==> config.mk <==
export PLATFORM = sky130hd
export DESIGN_NAME = indexed_texture_to_argb4444_unit
export DESIGN_NICKNAME = d
export VERILOG_FILES = /design/src/hw/rtl/itex_pkg.sv /design/src/hw/rtl/indexed_texture_to_argb4444_unit.sv /design/src/hw/rtl/itex_palette.sv /design/src/hw/rtl/itex_lane.sv
export SDC_FILE = /design/constraint.sdc
export NUM_CORES = 2
export LEC_CHECK = 0
export BUFFER_PORTS_ARGS = -buffer_cell sky130_fd_sc_hd__buf_2
export CAP_MARGIN = 25
export CORE_MARGIN = 2
export CORE_UTILIZATION = 50
export CTS_CLUSTER_DIAMETER = 80
export CTS_CLUSTER_SIZE = 40
export DETAILED_ROUTE_END_ITERATION = 10
export MAX_ROUTING_LAYER = met4
export PLACE_DENSITY = 0.65
export SYNTH_ARGS = -nofsm -noshare
export SYNTH_HDL_FRONTEND = slang
export SYNTH_HIERARCHICAL = 1
export SYNTH_SLANG_ARGS = --single-unit
==> constraint.sdc <==
create_clock -name clk -period 5.3 [get_ports clk]
set_clock_uncertainty 0.1 [all_clocks]
set_input_delay 1.06 -clock clk [delete_from_list [all_inputs] [get_ports clk]]
set_output_delay 1.06 -clock clk [all_outputs]
set_load 0.1 [all_outputs]
==> src/hw/rtl/itex_pkg.sv <==
// Shared types and constants of the indexed texture to ARGB4444 unit.
// No dependencies; used by every module of the unit.
`default_nettype none

package itex_pkg;

	localparam int PALETTE_DEPTH_DEF = 256;
	localparam int COLOR_W           = 12;
	localparam int PIXEL_W           = 16;
	localparam int ALPHA_W           = 4;
	localparam int COUNT_W           = 2;
	localparam int RUN_W             = 5;

	// Item kinds carried on the mode field
	localparam logic MODE_PALETTE = 1'b0;
	localparam logic MODE_PIXEL   = 1'b1;

	// Pixel counts of a result
	localparam logic [COUNT_W-1:0] COUNT_ONE = 2'd1;
	localparam logic [COUNT_W-1:0] COUNT_TWO = 2'd2;

	// Pixel packing formats; the fourth code is unused
	typedef enum logic [1:0] {
		FMT_RAW    = 2'd0,
		FMT_PAIR   = 2'd1,
		FMT_PACKED = 2'd2
	} fmt_t;

	// Per-lane control handed from the decode stage to a lane
	typedef struct packed {
		logic               en;
		logic               use_raw;
		logic               hit;
		logic [ALPHA_W-1:0] alpha;
		logic [PIXEL_W-1:0] raw;
	} lane_ctl_t;

endpackage

`default_nettype wire

==> src/hw/rtl/indexed_texture_to_argb4444_unit.sv <==
// Top level of the indexed texture to ARGB4444 unit: decode, palette, two lanes, merge.
// Depends on itex_pkg, itex_palette and itex_lane.
//
//  channel | handshake            | carries
//  --------+----------------------+------------------------------------------------
//  cfg     | cfg_valid/cfg_ready  | cfg_data: pack_format
//  in      | in_valid/in_ready    | mode, entry_index, red..blue, indices, codes, raw
//  out     | out_valid/out_ready  | first_pixel, second_pixel, pixel_count
//
// One transaction per cycle while the output is not stalled; a result passes the
// registered palette read followed by the output register.
// Reset clears the format, run counter and valid flags; palette contents stay undefined.
// A stalled output holds its result while one more transaction is taken into stage 1.
`default_nettype none

module indexed_texture_to_argb4444_unit #(
	parameter int PALETTE_DEPTH = itex_pkg::PALETTE_DEPTH_DEF
) (
	input  wire logic        clk,
	input  wire logic        arst_n,
	input  wire logic        cfg_valid,
	output logic             cfg_ready,
	input  wire logic [1:0]  cfg_data,
	input  wire logic        in_valid,
	output logic             in_ready,
	input  wire logic        mode,
	input  wire logic [7:0]  entry_index,
	input  wire logic [7:0]  red,
	input  wire logic [7:0]  green,
	input  wire logic [7:0]  blue,
	input  wire logic [7:0]  index_first,
	input  wire logic [7:0]  index_second,
	input  wire logic [7:0]  alpha_pair,
	input  wire logic [7:0]  packed_code,
	input  wire logic [15:0] raw_pixel,
	output logic             out_valid,
	input  wire logic        out_ready,
	output logic [15:0]      first_pixel,
	output logic [15:0]      second_pixel,
	output logic [1:0]       pixel_count
);

	localparam int         AW        = $clog2(PALETTE_DEPTH);
	localparam logic [8:0] DEPTH_LIM = 9'(PALETTE_DEPTH);

	itex_pkg::fmt_t                     fmt_q;
	logic [itex_pkg::RUN_W-1:0]         run_q;
	logic                               take;
	logic                               s2_free;

	logic [4:0]                         pk_idx;
	logic [2:0]                         pk_alpha;
	logic                               run_load;
	logic                               run_active;
	logic                               has_result;
	logic [itex_pkg::COUNT_W-1:0]       cnt;
	logic [7:0]                         rd_a;
	logic [7:0]                         rd_b;
	itex_pkg::lane_ctl_t                ctl_a;
	itex_pkg::lane_ctl_t                ctl_b;
	logic                               pal_we;

	logic                               valid_s1;
	itex_pkg::lane_ctl_t                ctl_a_s1;
	itex_pkg::lane_ctl_t                ctl_b_s1;
	logic [itex_pkg::COUNT_W-1:0]       cnt_s1;
	logic [itex_pkg::COLOR_W-1:0]       color_a;
	logic [itex_pkg::COLOR_W-1:0]       color_b;
	logic [itex_pkg::PIXEL_W-1:0]       pix_a;
	logic [itex_pkg::PIXEL_W-1:0]       pix_b;

	logic                               valid_s2;
	logic [itex_pkg::PIXEL_W-1:0]       first_s2;
	logic [itex_pkg::PIXEL_W-1:0]       second_s2;
	logic [itex_pkg::COUNT_W-1:0]       cnt_s2;

	// Flow control across the two stages
	assign cfg_ready = 1'b1;
	assign s2_free   = !valid_s2 || out_ready;
	assign in_ready  = !valid_s1 || s2_free;
	assign take      = in_valid && in_ready;

	// Format register
	always_ff @(posedge clk or negedge arst_n) begin
		if (!arst_n) begin
			fmt_q <= itex_pkg::FMT_RAW;
		end else if (cfg_valid) begin
			fmt_q <= itex_pkg::fmt_t'(cfg_data);
		end
	end

	// Decode the incoming transaction into lane controls
	assign pk_idx     = packed_code[7:3];
	assign pk_alpha   = packed_code[2:0];
	assign run_active = (run_q != '0);
	assign run_load   = (fmt_q == itex_pkg::FMT_PACKED) && (pk_alpha == 3'd0) && (pk_idx != 5'd0);

	always_comb begin
		ctl_a      = '0;
		ctl_b      = '0;
		cnt        = itex_pkg::COUNT_ONE;
		rd_a       = index_first;
		rd_b       = index_second;
		has_result = 1'b0;
		case (fmt_q)
			itex_pkg::FMT_RAW: begin
				has_result    = 1'b1;
				ctl_a.en      = 1'b1;
				ctl_a.use_raw = 1'b1;
				ctl_a.raw     = raw_pixel;
			end
			itex_pkg::FMT_PAIR: begin
				has_result  = 1'b1;
				cnt         = itex_pkg::COUNT_TWO;
				ctl_a.en    = 1'b1;
				ctl_a.alpha = alpha_pair[7:4];
				ctl_a.hit   = ({1'b0, index_first} < DEPTH_LIM);
				ctl_b.en    = 1'b1;
				ctl_b.alpha = alpha_pair[3:0];
				ctl_b.hit   = ({1'b0, index_second} < DEPTH_LIM);
			end
			itex_pkg::FMT_PACKED: begin
				has_result  = !run_load;
				rd_a        = {3'd0, pk_idx};
				ctl_a.en    = 1'b1;
				ctl_a.alpha = {pk_alpha, run_active};
				ctl_a.hit   = ({4'd0, pk_idx} < DEPTH_LIM);
			end
			default: begin
				has_result = 1'b0;
			end
		endcase
		if (mode != itex_pkg::MODE_PIXEL) begin
			has_result = 1'b0;
		end
	end

	// Load or count down the run counter on packed pixel transactions
	always_ff @(posedge clk or negedge arst_n) begin
		if (!arst_n) begin
			run_q <= '0;
		end else if (take && (mode == itex_pkg::MODE_PIXEL)
				&& (fmt_q == itex_pkg::FMT_PACKED)) begin
			if (run_load) begin
				run_q <= pk_idx;
			end else if (run_active) begin
				run_q <= run_q - 1'b1;
			end
		end
	end

	// Palette write and lane reads
	assign pal_we = take && (mode == itex_pkg::MODE_PALETTE) && ({1'b0, entry_index} < DEPTH_LIM);

	itex_palette #(
		.PALETTE_DEPTH(PALETTE_DEPTH),
		.AW           (AW)
	) u_palette (
		.clk    (clk),
		.we     (pal_we),
		.waddr  (entry_index[AW-1:0]),
		.wdata  ({red[7:4], green[7:4], blue[7:4]}),
		.re     (take),
		.raddr_a(rd_a[AW-1:0]),
		.raddr_b(rd_b[AW-1:0]),
		.rdata_a(color_a),
		.rdata_b(color_b)
	);

	// Stage 1 control, alongside the palette read
	always_ff @(posedge clk or negedge arst_n) begin
		if (!arst_n) begin
			valid_s1 <= 1'b0;
		end else if (in_ready) begin
			valid_s1 <= take && has_result;
		end
	end

	always_ff @(posedge clk) begin
		if (take) begin
			ctl_a_s1 <= ctl_a;
			ctl_b_s1 <= ctl_b;
			cnt_s1   <= cnt;
		end
	end

	// Pixel lanes
	itex_lane u_lane_a (
		.ctl  (ctl_a_s1),
		.color(color_a),
		.pixel(pix_a)
	);

	itex_lane u_lane_b (
		.ctl  (ctl_b_s1),
		.color(color_b),
		.pixel(pix_b)
	);

	// Merge lanes into the output register
	always_ff @(posedge clk or negedge arst_n) begin
		if (!arst_n) begin
			valid_s2 <= 1'b0;
		end else if (s2_free) begin
			valid_s2 <= valid_s1;
		end
	end

	always_ff @(posedge clk) begin
		if (s2_free && valid_s1) begin
			first_s2  <= pix_a;
			second_s2 <= pix_b;
			cnt_s2    <= cnt_s1;
		end
	end

	assign out_valid    = valid_s2;
	assign first_pixel  = first_s2;
	assign second_pixel = second_s2;
	assign pixel_count  = cnt_s2;

endmodule

`default_nettype wire

==> src/hw/rtl/itex_palette.sv <==
// Palette memory: one write port, two registered read ports.
// Depends on itex_pkg for the colour width.
`default_nettype none

module itex_palette #(
	parameter int PALETTE_DEPTH = itex_pkg::PALETTE_DEPTH_DEF,
	parameter int AW            = $clog2(PALETTE_DEPTH)
) (
	input  wire logic                        clk,
	input  wire logic                        we,
	input  wire logic [AW-1:0]               waddr,
	input  wire logic [itex_pkg::COLOR_W-1:0] wdata,
	input  wire logic                        re,
	input  wire logic [AW-1:0]               raddr_a,
	input  wire logic [AW-1:0]               raddr_b,
	output logic      [itex_pkg::COLOR_W-1:0] rdata_a,
	output logic      [itex_pkg::COLOR_W-1:0] rdata_b
);

	logic [itex_pkg::COLOR_W-1:0] mem_q [PALETTE_DEPTH];

	// Write one entry
	always_ff @(posedge clk) begin
		if (we) begin
			mem_q[waddr] <= wdata;
		end
	end

	// Read both lanes; hold data while no transaction is taken
	always_ff @(posedge clk) begin
		if (re) begin
			rdata_a <= mem_q[raddr_a];
			rdata_b <= mem_q[raddr_b];
		end
	end

endmodule

`default_nettype wire

==> src/hw/rtl/itex_lane.sv <==
// One pixel lane: forms an ARGB4444 pixel from alpha, palette colour or raw word.
// Depends on itex_pkg for lane_ctl_t and widths.
`default_nettype none

module itex_lane (
	input  wire itex_pkg::lane_ctl_t          ctl,
	input  wire logic [itex_pkg::COLOR_W-1:0] color,
	output logic      [itex_pkg::PIXEL_W-1:0] pixel
);

	logic [itex_pkg::COLOR_W-1:0] color_eff;

	// Drop colour for an index past the palette end
	assign color_eff = ctl.hit ? color : '0;

	// Select raw word, palette pixel or zero for an idle lane
	always_comb begin
		if (!ctl.en) begin
			pixel = '0;
		end else if (ctl.use_raw) begin
			pixel = ctl.raw;
		end else begin
			pixel = {ctl.alpha, color_eff};
		end
	end

endmodule

`default_nettype wire

After elaboration in Yosys (flattened, before gate mapping)
Memories as Yosys holds them, arrays and structs flattened. A register that Yosys moved wholly into a read port is not among the register bits.
Cells that the tools add are included.
{"block": "word_totals", "reg_bits": 74, "mem_bits_rw": 3072, "word_cells": 59, "memories": 1}
{"memory": "u_palette.mem_q", "depth": 256, "word_bits": 12, "rd": 2, "rd_clocked_by_memory_dff": 2, "write_ports": 1, "line": "itex_palette.sv:20", "rtl": "logic [itex_pkg::COLOR_W-1:0] mem_q [PALETTE_DEPTH];"}
{"block": "op_classes", "n_addsub": 1, "n_eq_ne": 2, "muxes": 15, "n_bitwise": 1, "reduce_logical": 22}
{"op": "$mux 16", "count": 1}
{"op": "$mux 5", "count": 3}
{"op": "$mux 12", "count": 1}
{"op": "$pmux 5 s2", "count": 1}
{"op": "$reduce_bool 5->1", "count": 2}
{"op": "$logic_and 1x1->1", "count": 8}
{"op": "$mux 8", "count": 1}
{"op": "$mux 1", "count": 6}
{"op": "$sub 5x1->5 const B", "count": 1}
{"op": "$reduce_and 2->1", "count": 2}
{"op": "$logic_not 1->1", "count": 3}
{"op": "$logic_not 3->1", "count": 1}
{"op": "$reduce_or 3->1", "count": 1}
{"op": "$eq 2x1->1 const B", "count": 1}
{"op": "$eq 2x2->1 const B", "count": 1}
{"op": "$logic_not 2->1", "count": 1}
{"op": "$logic_or 1x1->1", "count": 2}
{"op": "$mux 2", "count": 1}
{"op": "$pmux 1 s2", "count": 1}
{"op": "$reduce_bool 2->1", "count": 1}
{"op": "$reduce_or 2->1", "count": 1}
{"op": "$not 1->1", "count": 1}

Logic depth before layout (Yosys ltp)
{"block": "logic_depth", "depth_word": 7, "ltp_mapped": 15, "ltp_nobuf": 10}

Modules after synthesis
Netlist, hierarchy kept.
{"module": "itex_palette", "n_inst": 1, "cells_per_inst": 7316, "area_per_inst_um2": 142958.4, "seq_area_each_um2": 92969.2}
{"module": "indexed_texture_to_argb4444_unit", "n_inst": 1, "cells_per_inst": 171, "area_per_inst_um2": 2808.9, "seq_area_each_um2": 2117.0}
{"module": "itex_lane", "n_inst": 2, "cells_per_inst": 26, "area_per_inst_um2": 242.7, "seq_area_each_um2": 0.0}

Worst setup path after synthesis
Ideal clock, no wire load.
{"block": "synth_timing", "path_type": "input to register", "start": "in out_ready", "end": "mem u_palette/mem_q[234][0] in the netlist's numbering, enable pin", "setup_time_ns": 0.380, "t_arrival_ns": 5.056, "slack_ns": -0.236, "cell_stages": 9, "path_buffers": 3, "cell_sequence": "and3b_1 > inv_1 > and2_1 > nor2b_1 > clkbuf_1 > clkbuf_1 > nand3_1 > clkbuf_1 > nor2_1"}
{"block": "synth_between", "elab_chain_len": 6}
{"item": "start, declared", "line": "indexed_texture_to_argb4444_unit.sv:37", "rtl": "input wire logic out_ready,"}
{"item": "$logic_or 1x1->1", "line": "indexed_texture_to_argb4444_unit.sv:79", "rtl": "assign s2_free = !valid_s2 || out_ready;"}
{"item": "$logic_or 1x1->1", "line": "indexed_texture_to_argb4444_unit.sv:80", "rtl": "assign in_ready = !valid_s1 || s2_free;"}
{"item": "via in_ready", "line": "indexed_texture_to_argb4444_unit.sv:25", "rtl": "output logic in_ready,"}
{"item": "$logic_and 1x1->1", "line": "indexed_texture_to_argb4444_unit.sv:81", "rtl": "assign take = in_valid && in_ready;"}
{"item": "via take", "line": "indexed_texture_to_argb4444_unit.sv:48", "rtl": "logic take;"}
{"item": "$logic_and 1x1->1", "line": "indexed_texture_to_argb4444_unit.sv:153", "rtl": "assign pal_we = take && (mode == itex_pkg::MODE_PALETTE) && ({1'b0, entry_index} < DEPTH_LIM);"}
{"item": "via pal_we", "line": "indexed_texture_to_argb4444_unit.sv:61", "rtl": "logic pal_we;"}
{"item": "$mux 1", "line": "itex_palette.sv:24", "rtl": "if (we) begin"}
{"item": "$mux 1 (not written as such)", "line": "itex_palette.sv:25", "rtl": "mem_q[waddr] <= wdata;"}
{"item": "end, declared", "line": "itex_palette.sv:20"}
The timed path passes the listed nets, and every way through them passes these cells.

Worst setup path in the final report
{"block": "layout_timing", "start": "reg fmt_q[0]", "end": "reg u_palette/rdata_a[7] in the netlist's numbering (read register of u_palette.mem_q) (data pin)"}
{"block": "layout_between", "elab_chain_len": 2}
{"item": "start, declared", "line": "indexed_texture_to_argb4444_unit.sv:46", "rtl": "itex_pkg::fmt_t fmt_q;"}
{"item": "start signal, assigned", "line": "indexed_texture_to_argb4444_unit.sv:86", "rtl": "fmt_q <= itex_pkg::FMT_RAW;"}
{"item": "start signal, assigned", "line": "indexed_texture_to_argb4444_unit.sv:88", "rtl": "fmt_q <= itex_pkg::fmt_t'(cfg_data);"}
{"item": "$eq 2x2->1", "line": "indexed_texture_to_argb4444_unit.sv:105", "rtl": "case (fmt_q)"}
{"item": "$mux 8", "line": "indexed_texture_to_argb4444_unit.sv:105"}
{"item": "via rd_a[0]", "line": "indexed_texture_to_argb4444_unit.sv:57", "rtl": "logic [7:0] rd_a;"}
{"item": "end, declared", "line": "itex_palette.sv:16", "rtl": "output logic [itex_pkg::COLOR_W-1:0] rdata_a,"}
The timed path passes the listed nets, and every way through them passes these cells.
A chain may end at the register's enable or synchronous reset.

==> out/metrics.cfg <==
[setup_path]
worst-setup-path-type = register to register
slowest_stage = mux2_8
worst-path-buf-inv = 3
cp_max_fo = 33
end_kind = register
cp_top_family = compound AO/OA/AOI/OAI gates
cp_cell_sequence = inv_1 -> ha_1 -> mux2_8 -> buf_12 -> buf_4 -> mux4_2 -> a211oi_1 -> a21oi_1 -> a21oi_1 -> a211oi_1
critPathMaxStageDelay_ps = 710
cp_data_required_time_ps = 5820
cp.arrival_ps = 5420
start_kind = register

[synthesis]
synth_mux_area_frac = 0.242
synth_most_common_cell = edfxtp_1
synthDominantCellAreaShare = 0.649
syn_area_sq_um = 146000
yosysUniqueCellTypes = 79
async_reset_ff_frac = 0.00284
synth_edf_count = 3159
synthXorXnorAreaFrac = 0
yosys-top-cells-count = 3159 x edfxtp_1, 1379 x mux4_2, 446 x a22oi_1
synthAdderAreaFrac = 0.000428
synth_area_leaders = edfxtp_1 65%, mux4_2 21%, mux2i_1 2.8%
syn_inst = 7539
synth-simple-area-share = 0.0243
synth_compound_area_frac = 0.0563
synth_top_cell_by_area = edfxtp_1
synth_seq_cells = 3168
synth_top_family_by_area = multiplexers
syn_area_per_cell_sq_um = 19.4
synth_ff_type = edfxtp_1
ys_seq_area_frac = 0.650
ys_warn_count = 6

[placement]
io_buffers = 111
dp.final_hpwl_microns = 306000
place.gp.congestion = 0.986

[sta]
worst_slew_pin_slew_ps = 1170
rsz0062_at_grt = false
hold_violations = 0
timing.slew.headroom = 0.210
fin_crit_ps = 4900
setup_tns_ps = 0
max_clock_freq_mhz = 204
drv_slew = 0
finalCritPeriodShare = 0.924
finalSetupViolations = 0

[global_route]
grt_pass1_wl_microns = 642000
grt_max_degree = 161
grt_overflow_total = 0
antenna_found_initial = 27
grt.total_usage = 0.319
grt_pass1_vias = 84200

[detailed_routing]
drtAntennaViolNets = 0
post_drt_wl_per_cell_microns = 38.4
wl_microns = 461000
num_vias = 85600
drtPass1Iterations = 6
viasPerCell = 7.12
drtIter0Drc = 13400
drc_errors = 0

[final_layout]
fin_nets = 8074
drive_gt1_frac = 0.324
finish.utilization = 0.551
area_delta_synth_final_pct = 9.61

[clock_tree]
cts_tree = built
clockRootBuffer = clkbuf_16
clk_pin_slew_ps = 130
clockBufferDepth = 4
insertion_delay_ps = 910
clock_sinks = 3168
cts_made_buffers = 147
cts-resized-gates = 0
cts_setup_buffers = 0
cts_htree_levels = 4

[die]
initial_core_util = 0.502
die_area_sq_um = 297000
core_sq_um = 291000
pin_count = 125
die-width_microns = 545
fp.dieH_microns = 545
rows = 198

[worst_hold_path]
hold_class = input pin to register

[power_and_ir_drop]
ir_drop_mv = 0.289
p_leak_nw = 50.3
power_w = 0.0488
power.density_nw_per_um2 = 305

[run_status]
status = completed

[run]
maxCapViolCount = 0

==> where the power goes <==
| group | internal, W | switching, W |
|---|---|---|
| sequential | 0.0277 | 0.000112 |
| clock | 0.00579 | 0.00878 |
| combinational | 0.00246 | 0.00404 |
==> what timing repair did <==
item	in CTS	in global routing
hold endpoints to repair	9	0
hold buffers	1	0
setup endpoints to repair	0	0
==> worst register-to-register path, cell delays in order (launching register included) <==
cell and delay, ps:
dfrtp_1 420, inv_1 110, ha_1 410, mux2_8 710
buf_12 460, buf_4 410, mux4_2 630, a211oi_1 400
a21oi_1 80, a21oi_1 560, a211oi_1 340
==> cell usage in the layout, fill, tap and decap left out, types with 15 or more instances in the layout <==
cell | Yosys | final
o21ai_0 | 31 | 31
mux2_2 | 26 | 22
buf_12 | 12 | 77
mux4_2 | 1379 | 1379
nor2_1 | 308 | 304
a31oi_1 | 23 | 23
nand2_1 | 136 | 134
nand2b_1 | 17 | 15
a22o_1 | 28 | 28
o22ai_1 | 154 | 154
conb_1 | 2 | 18
diode_2 | 0 | 23
a22oi_1 | 446 | 446
and2_1 | 30 | 25
a32o_1 | 25 | 25
edfxtp_1 | 3159 | 3159
buf_2 | 158 | 97
clkbuf_16 | 0 | 151
a211oi_1 | 47 | 47
mux2i_1 | 407 | 407
buf_4 | 121 | 709
o221ai_1 | 93 | 93
inv_6 | 0 | 17
clkinv_8 | 0 | 23
a21oi_1 | 246 | 246
nor2b_1 | 37 | 28
nor3_1 | 50 | 50
nand3_1 | 33 | 30
nor4_1 | 81 | 76
==> through the flow <==
step	setup slack [ps]	hold WS (ps)	area (sq um)	std cells
final	404	288	160000	12000
after global routing	341	307	160000	12000
after CTS	480	258	160000	12000
after detailed placement	288	308	155000	11700
after global placement	-468	302	155000	11700
after floorplan	306	300	146000	7555
==> state kept, by name, indices dropped and copies added (netlist names) <==
register           cells
ctl_b_s1               5
pixel_count            2
u_palette/rdata_a     12
cnt_s1                 1
fmt_q                  2
first_pixel           16
out_valid              1
second_pixel          16
ctl_a_s1              23
valid_s1               1
u_palette/mem_q     3072
run_q                  5
u_palette/rdata_b     12
==> area by class of cell <==
cell class / count / area [sq um]
Fill cell: 21900 / 131000
Inverter: 14 / 52.6
Timing Repair Buffer: 898 / 7560
Clock buffer: 153 / 3790
Tap cell: 3900 / 4880
Multi-Input combinational cell: 3752 / 47500
Clock inverter: 105 / 1330
Antenna cell: 23 / 57.6
Sequential cell: 3168 / 95100
==> cell families (layout without fill, tap and decap cells) <==
family | after synthesis | count (layout)
AOI/OAI and AO/OA | 1173 | 1173
other | 2 | 41
and+or+nand+nor | 744 | 744
muxes | 1812 | 1812
buffers and inverters | 635 | 1170
DFF | 3168 | 3168
adders and majority gates | 5 | 5
==> layer usage <==
metal	GRT usage	part of all wire	vias up
met1	0.423	0.36	45500
met2	0.476	0.46	5722
li1	-	-	33500
met5	-	0	-
met3	0.0734	0.12	958
met4	0.137	0.052	0
==> final timing paths <==
| kind | start | endpoint | slack (ps) | cells after the start |
|---|---|---|---|---|
| min in group asynchronous | arst_n | out_valid | 420 | 2 |
| worst max register to register | fmt_q[0] | u_palette/rdata_a[7] | 400 | 10 |
| worst min-delay path | cfg_valid | fmt_q[0] | 290 | 2 |
| worst max-delay path | fmt_q[0] | u_palette/rdata_a[7] | 400 | 10 |
| max in group asynchronous | arst_n | run_q[3] | 4470 | 2 |
| worst min register to register | cnt_s1[0] | pixel_count[0] | 340 | 0 |
Note: power is estimated with default switching activity, not from simulation.
